`config.mk`:
```
export PLATFORM = sky130hd
export DESIGN_NAME = tcw_ctrl
export DESIGN_NICKNAME = d
export VERILOG_FILES = /design/src/hdl/tcw_pkg.sv /design/src/hdl/tcw_ctrl.sv
export SDC_FILE = /design/constraint.sdc
export NUM_CORES = 1
export LEC_CHECK = 0
export ABC_AREA = 1
export BUFFER_PORTS_ARGS = -buffer_cell sky130_fd_sc_hd__buf_2
export CELL_PAD_IN_SITES_DETAIL_PLACEMENT = 1
export CELL_PAD_IN_SITES_GLOBAL_PLACEMENT = 1
export CORE_ASPECT_RATIO = 0.8
export CORE_UTILIZATION = 25
export DETAILED_ROUTE_END_ITERATION = 8
export GPL_ROUTABILITY_DRIVEN = 0
export PLACE_DENSITY = 0.73
export SLEW_MARGIN = 20
export SYNTH_ARGS = -nofsm -noshare
export SYNTH_HDL_FRONTEND = slang
export SYNTH_SLANG_ARGS = --single-unit
```
`constraint.sdc`:
```
create_clock -name clk_i -period 1.4 [get_ports clk_i]
set_input_delay 0.07 -clock clk_i [delete_from_list [all_inputs] [get_ports clk_i]]
set_output_delay 0.07 -clock clk_i [all_outputs]
set_load 0.005 [all_outputs]
```
`src/hdl/tcw_pkg.sv`:
```
`timescale 1ns / 1ps
// ----------------------------------------------------------------------------
// tcw_pkg
// Shared constants and controller/datapath types of the text console writer.
// ----------------------------------------------------------------------------
package tcw_pkg;

  localparam int ROWS_DEF = 25;
  localparam int COLS_DEF = 80;

  // Fixed field widths
  localparam int FUNC_W = 2;
  localparam int CHAR_W = 8;
  localparam int RROW_W = 5;
  localparam int RCOL_W = 7;
  localparam int COLOR_W = 8;

  localparam logic [FUNC_W-1:0] FUNC_PUT   = 2'd0;
  localparam logic [FUNC_W-1:0] FUNC_CLEAR = 2'd1;
  localparam logic [FUNC_W-1:0] FUNC_READ  = 2'd2;

  localparam logic [CHAR_W-1:0]  CHAR_NEWLINE = 8'd10;
  localparam logic [CHAR_W-1:0]  CHAR_SPACE   = 8'd32;
  localparam logic [COLOR_W-1:0] COLOR_RESET  = 8'd15;

  // Start points of the linear cell scan
  typedef enum logic [1:0] {
    SCAN_ZERO,
    SCAN_SECOND_ROW,
    SCAN_LAST_ROW
  } scan_sel_e;

  typedef struct packed {
    logic      load_item;
    logic      newline;
    logic      put;
    logic      rd_cell;
    logic      scan_ld;
    scan_sel_e scan_sel;
    logic      scan_inc;
    logic      scr_rd;
    logic      scr_wr;
    logic      blank_wr;
    logic      load_out;
  } tcw_cmd_t;

  typedef struct packed {
    logic [FUNC_W-1:0] func;
    logic              is_newline;
    logic              wrap_pend;
    logic              at_bottom;
    logic              rd_in_range;
    logic              scan_last;
    logic              out_full;
  } tcw_sts_t;

endpackage

```
`src/hdl/tcw_ctrl.sv`:
```
`timescale 1ns / 1ps
// ----------------------------------------------------------------------------
// tcw_ctrl
// Sequencer for put, newline/scroll, clear and read words.
// ----------------------------------------------------------------------------
module tcw_ctrl (
  input  logic              clk_i,
  input  logic              rst_ni,
  input  logic              in_valid_i,
  output logic              in_ready_o,
  input  tcw_pkg::tcw_sts_t sts_i,
  output tcw_pkg::tcw_cmd_t cmd_o
);

  localparam logic [3:0] S_IDLE   = 4'd0;
  localparam logic [3:0] S_DECODE = 4'd1;
  localparam logic [3:0] S_SCR_RD = 4'd2;
  localparam logic [3:0] S_SCR_WR = 4'd3;
  localparam logic [3:0] S_BLANK  = 4'd4;
  localparam logic [3:0] S_PUT    = 4'd5;
  localparam logic [3:0] S_DONE   = 4'd6;

  logic [3:0] state_q, state_d;
  logic       pend_put_q, pend_put_d;

  assign in_ready_o = (state_q == S_IDLE);

  always_comb begin
    state_d    = state_q;
    pend_put_d = pend_put_q;
    cmd_o      = '0;
    cmd_o.scan_sel = tcw_pkg::SCAN_ZERO;
    case (state_q)
      S_IDLE: begin
        if (in_valid_i) begin
          cmd_o.load_item = 1'b1;
          state_d         = S_DECODE;
        end
      end
      S_DECODE: begin
        pend_put_d = 1'b0;
        case (sts_i.func)
          tcw_pkg::FUNC_PUT: begin
            pend_put_d = !sts_i.is_newline;
            if (sts_i.is_newline || sts_i.wrap_pend) begin
              cmd_o.newline = 1'b1;
              if (sts_i.at_bottom) begin
                cmd_o.scan_ld  = 1'b1;
                cmd_o.scan_sel = tcw_pkg::SCAN_SECOND_ROW;
                state_d        = S_SCR_RD;
              end else if (sts_i.is_newline) begin
                state_d = S_DONE;
              end else begin
                state_d = S_PUT;
              end
            end else begin
              state_d = S_PUT;
            end
          end
          tcw_pkg::FUNC_CLEAR: begin
            cmd_o.scan_ld  = 1'b1;
            cmd_o.scan_sel = tcw_pkg::SCAN_ZERO;
            state_d        = S_BLANK;
          end
          tcw_pkg::FUNC_READ: begin
            cmd_o.rd_cell = sts_i.rd_in_range;
            state_d       = S_DONE;
          end
          default: begin
            state_d = S_DONE;
          end
        endcase
      end
      // Copy rows 1..last up one row, one cell per read/write pair
      S_SCR_RD: begin
        cmd_o.scr_rd = 1'b1;
        state_d      = S_SCR_WR;
      end
      S_SCR_WR: begin
        cmd_o.scr_wr = 1'b1;
        if (sts_i.scan_last) begin
          cmd_o.scan_ld  = 1'b1;
          cmd_o.scan_sel = tcw_pkg::SCAN_LAST_ROW;
          state_d        = S_BLANK;
        end else begin
          cmd_o.scan_inc = 1'b1;
          state_d        = S_SCR_RD;
        end
      end
      S_BLANK: begin
        cmd_o.blank_wr = 1'b1;
        if (sts_i.scan_last) begin
          state_d = pend_put_q ? S_PUT : S_DONE;
        end else begin
          cmd_o.scan_inc = 1'b1;
        end
      end
      S_PUT: begin
        cmd_o.put = 1'b1;
        state_d   = S_DONE;
      end
      S_DONE: begin
        if (!sts_i.out_full) begin
          cmd_o.load_out = 1'b1;
          state_d        = S_IDLE;
        end
      end
      default: begin
        state_d = S_IDLE;
      end
    endcase
  end

  always_ff @(posedge clk_i or negedge rst_ni) begin
    if (!rst_ni) begin
      state_q    <= S_IDLE;
      pend_put_q <= 1'b0;
    end else begin
      state_q    <= state_d;
      pend_put_q <= pend_put_d;
    end
  end

endmodule
```
# --- Word-level counts from Yosys, hierarchy flattened ---
# Cells that the tools add are included.
word_totals:
  in_bits: 11
  reg_bits: 5
  elab_cells: 50
classes:
  n_eq_ne: 11
  reduce_logical: 6
  n_mux: 31
op_table:
  columns: ["operator", "n"]
  rows:
  - ["one-hot mux 4 bit (7 select lines)", 1]
  - ["two-way mux 3 bit", 6]
  - ["one-hot mux 3 bit (2 select lines)", 3]
  - ["two-way mux 1 bit", 16]
  - ["equality test 4 x 3 -> 1 bit, second input constant", 3]
  - ["two-way mux 4 bit", 3]
  - ["equality test 4 x 2 -> 1 bit, second input constant", 2]
  - ["inequality test 2 bit, second input constant", 3]
  - ["equality test 4 x 1 -> 1 bit, second input constant", 1]
  - ["zero test 4 bit", 1]
  - ["two-way mux 2 bit", 2]
  - ["AND reduction 3 bit", 1]
  - ["equality test 2 x 1 -> 1 bit, second input constant", 1]
  - ["equality test 2 bit, second input constant", 1]
  - ["zero test 2 bit", 1]
  - ["OR reduction 2 bit", 1]
  - ["zero test 1 bit", 1]
  - ["logical OR 1 bit", 1]

# --- Logic depth before layout (Yosys ltp) ---
depth:
  ltp_word: 5
  ltp_mapped: 8

# --- Least setup slack after synthesis ---
# No wires, ideal clock.
synth_path:
  path_kind: "flip-flop to flip-flop"
  from: "reg state_q[1]"
  to: "reg state_q[2]"
  synth_period_minus_slack_ns: 1.119
  slack_ns: 0.281
  path_buffers: 0
  setup_ns: 0.119
  required_time_ns: 1.281
  path_stages_with_launch: 7
  arrival_time_ns: 1.000
  path_cell_list: "dfrtp_1 nor2_1 nand2_2 nor2_2 inv_1 a21oi_1 nor2_1"
synth_between:
  elab_chain_cells: 3
  elab_cells_between_ends: 12
synth_rtl:
  columns: ["item", "line_no", "text"]
  rows:
  - ["from (decl)", "tcw_ctrl.sv:23", "logic [3:0] state_q, state_d;"]
  - ["from (signal assigned)", "tcw_ctrl.sv:119", "state_q <= state_d;"]
  - ["equality test 4 x 3 -> 1 bit / zero test 4 bit (equally long branches)", "tcw_ctrl.sv:33", "case (state_q)"]
  - ["inequality test 2 bit (no line)", null, null]
  - ["AND reduction 3 bit (no line)", null, null]
# Parallel ways exist; a longest one is shown, timed or not.
# A chain may end at the register's enable or synchronous reset.

==> results summary <==
Of all nets on the critical path, the largest fanout is 6. The total power per unit cell area came out at 1890 mW/mm^2. Leaving out fill and tap cells, the most frequent cells in the layout are buf_2 (23), nand2_1 (18), inv_1 (11). The wire length per cell came out at 10.9 um.

The number of maximum-capacitance constraint violations came out at 0. For the worst flop-to-flop path, the logic depth is 7. The antenna diode count is 0. The actual slew at the worst max-slew pin came out at ~0.30 ns.

The setup path with the least slack is of type flop to output port. The final layout net count is approximately 120. The number of buffers on the longest clock path is 2. The share of layout cells above drive strength 1 is approximately half. Following the worst setup path forward leads to its endpoint at cmd_o[10]. The summed negative setup slack over all endpoints is 0 ns. Summed over all layers, the global routing overflow is 0. The number of iterations in the first detailed-routing pass came out at 4. The die covers 0.00181 mm^2. The wire length on met3 came out at around 57 um. 24 I/O pins were placed.

The detailed-route wire length came out at ~1400 um. The endpoint required time on the critical path came out at between 1 and 1.5 ns. In this run the clock root is driven by a clkbuf_4. The area overhead of the layout relative to synthesis came out at 62.2%. The Yosys step of the flow raised 0 warnings.

The portion of the post-synthesis area used by sequential elements is 24.4%. The number of hold-slack violations in the final timing report came out at 0. The summed area of non-filler cells in the final layout came out at between 600 and 700 um^2. The clock edge transition at the registers on the reported setup and hold paths came out at around 0.04 ns. The width of the die came out at approximately 47 um.

The min-delay analysis places its worst path in the category input port to flop. The vias after detailed routing came out at roughly 560. Setup repair after global routing could not meet its margin everywhere.

The later pin in the worst-skew pair is clocked with a latency of 0.23 ns. The mean cell area of the mapped netlist came out at 5.86 um^2. The final worst-path cycle share is between 90% and 100%. The initial utilization of the core area, before any placement, comes to between 20% and 30%. Once detailed placement completed, the half-perimeter wirelength came to between 1000 and 1500 um.

The detailed router used layers up to and including met3. The clock buffer count from CTS came out at 3. The maximum level of the CTS H-tree is 1. The initial detailed-routing violation count came out at 10. The count of unresolved DRC violations after routing came out at 0. The total core area is between 0.001 and 0.0015 mm^2. The number of slew-limit violations in the final report came to 0. Entering global routing, the biggest net connects 8 pins. The static leakage power is 0.000405 uW. The relative slew slack came out at 80.0%. In this run, synthesis produced a sequential element count of 4. The wire length on met1 is between 600 and 700 um. The worst register-to-register path begins at state_q[0].

The number of fill cells is ~210. CTS saw 4 sinks. The data arrival time at the worst-slack endpoint came out at between 1 and 1.5 ns.

The final worst clock skew came out at 0.00189 ns. The number of nets produced by synthesis is between 80 and 90. The final count of negative-setup-slack endpoints came out at 0.

The design draws 1260 uW. The end of the worst register-to-register path is state_q[2]. The number of global-route vias before repair came out at roughly 520. The first global-routing pass estimated 2180 um of wire.

The post-synthesis cell area came out at 410 um^2. The run finished with clean final reports. The initial antenna violation count is 0. STA classifies the critical path startpoint as a flop. The critical path starts at state_q[1]. The number of instances in the synthesized netlist is 70. The count of antenna-violating nets left after detailed routing is 0. The cell area after placement came out at approximately 550 um^2.

The leading cell type in the layout, fill and taps excluded is buf_2. The post-synthesis cell type count is 16. The worst slack on hold paths is roughly 0.044 ns. The die height is approximately 38 um. The total global routing track utilization came out at approximately 17%. After detailed routing, the met2 layer carries 646 um of wire. The number of buffer cells added on primary ports came out at 23. Subtracting the final worst setup slack from the clock period gives between 1 and 1.5 ns. The count of standard-cell rows is 12.

The worst ir drop on vdd is about 0.98 mV. The setup check on the worst reg-to-reg path leaves a slack of 0.13 ns. Timing would allow up to a little over 700 MHz.

The average via count per standard cell is ~4.5. The TritonCTS clock tree is done. The endpoint type of the worst setup path is an output port.
power by group:
group          total (uW)  switching [uW]  internal [uW]
clock network         139            43.0           95.6
logic                 866             483            384
registers             250            67.4            183
critical path: stages, from the launching register on:
cell and delay, ns:
dfrtp_2 0.43, nor3_4 0.32, nand2_2 0.09, a21oi_1 0.11, buf_2 0.12
routing by layer:
metal,track usage (%),vias up
li1,-,291
met1,22.4,259
met2,29.5,13
met3,1.42,0
met4,6.43,0
met5,0,-
per-stage QoR:
step	util (%)	instances	setup WS, ns
6_report	45.7	125	0.0165
5_1_grt	45.7	125	-0.0300
4_1_cts	42.8	121	0.00948
3_5_place_dp	37.9	114	0.130
3_3_place_gp	37.9	114	0.167
2_1_floorplan	-	70	0.281
repair_timing:
item                                    in CTS  in global routing
gates resized for setup                      3                  5
setup buffers                                3                  4
pin swaps                                    1                  1
hold endpoints to repair                     4                  0
hold buffers                                 1                  0
endpoints found under the setup margin       4                  6
synthesized netlist by cell type:
library cell,n,share of area (%)
inv_1,12,11
inv_4,1,1.5
nand4_1,2,3.0
nor3_1,2,2.4
a21oi_1,5,6.1
nor2_1,8,7.3
nand2_1,20,18
nor2_4,1,2.7
nor3_4,1,4.0
nor2_2,2,3.0
nand3_1,6,7.3
nand2_2,3,4.6
inv_2,1,0.91
o22ai_1,1,1.5
a22oi_1,1,1.8
dfrtp_1,4,24
logic make-up after synthesis:
logic type      Yosys count  synth area share, %
buf+inv                  14                 13.4
simple gates             45                 52.7
compound gates            7                 9.45
flops                     4                 24.4
area by class of cell:
cell class | instances | area, um^2 | share of cell area, %
flip-flops and latches | 4 | 104 | 15.6
clock buffers | 3 | 22.5 | 3.38
inverters | 14 | 55.1 | 8.27
repair buffers | 31 | 190 | 28.6
multi-input cells | 52 | 268 | 40.2
well taps | 21 | 26.3 | 3.95
worst min path at each step:
stage / from / to / slack (ns) / cells past startpoint
floorplan: rst_ni / pend_put_q / -0.23 / 0
global placement: rst_ni / state_q[2] / -0.12 / 1
detailed placement: rst_ni / state_q[1] / -0.12 / 1
CTS: sts_i[5] / pend_put_q / 0.04 / 2
global route: sts_i[5] / pend_put_q / 0.06 / 2
finish: sts_i[5] / pend_put_q / 0.04 / 2
flip-flops by register name (all words and copies together), names as in the netlist:
| register | count |
|---|---|
| state_q | 3 |
| pend_put_q | 1 |
Note: power is estimated with default switching activity, not from simulation.
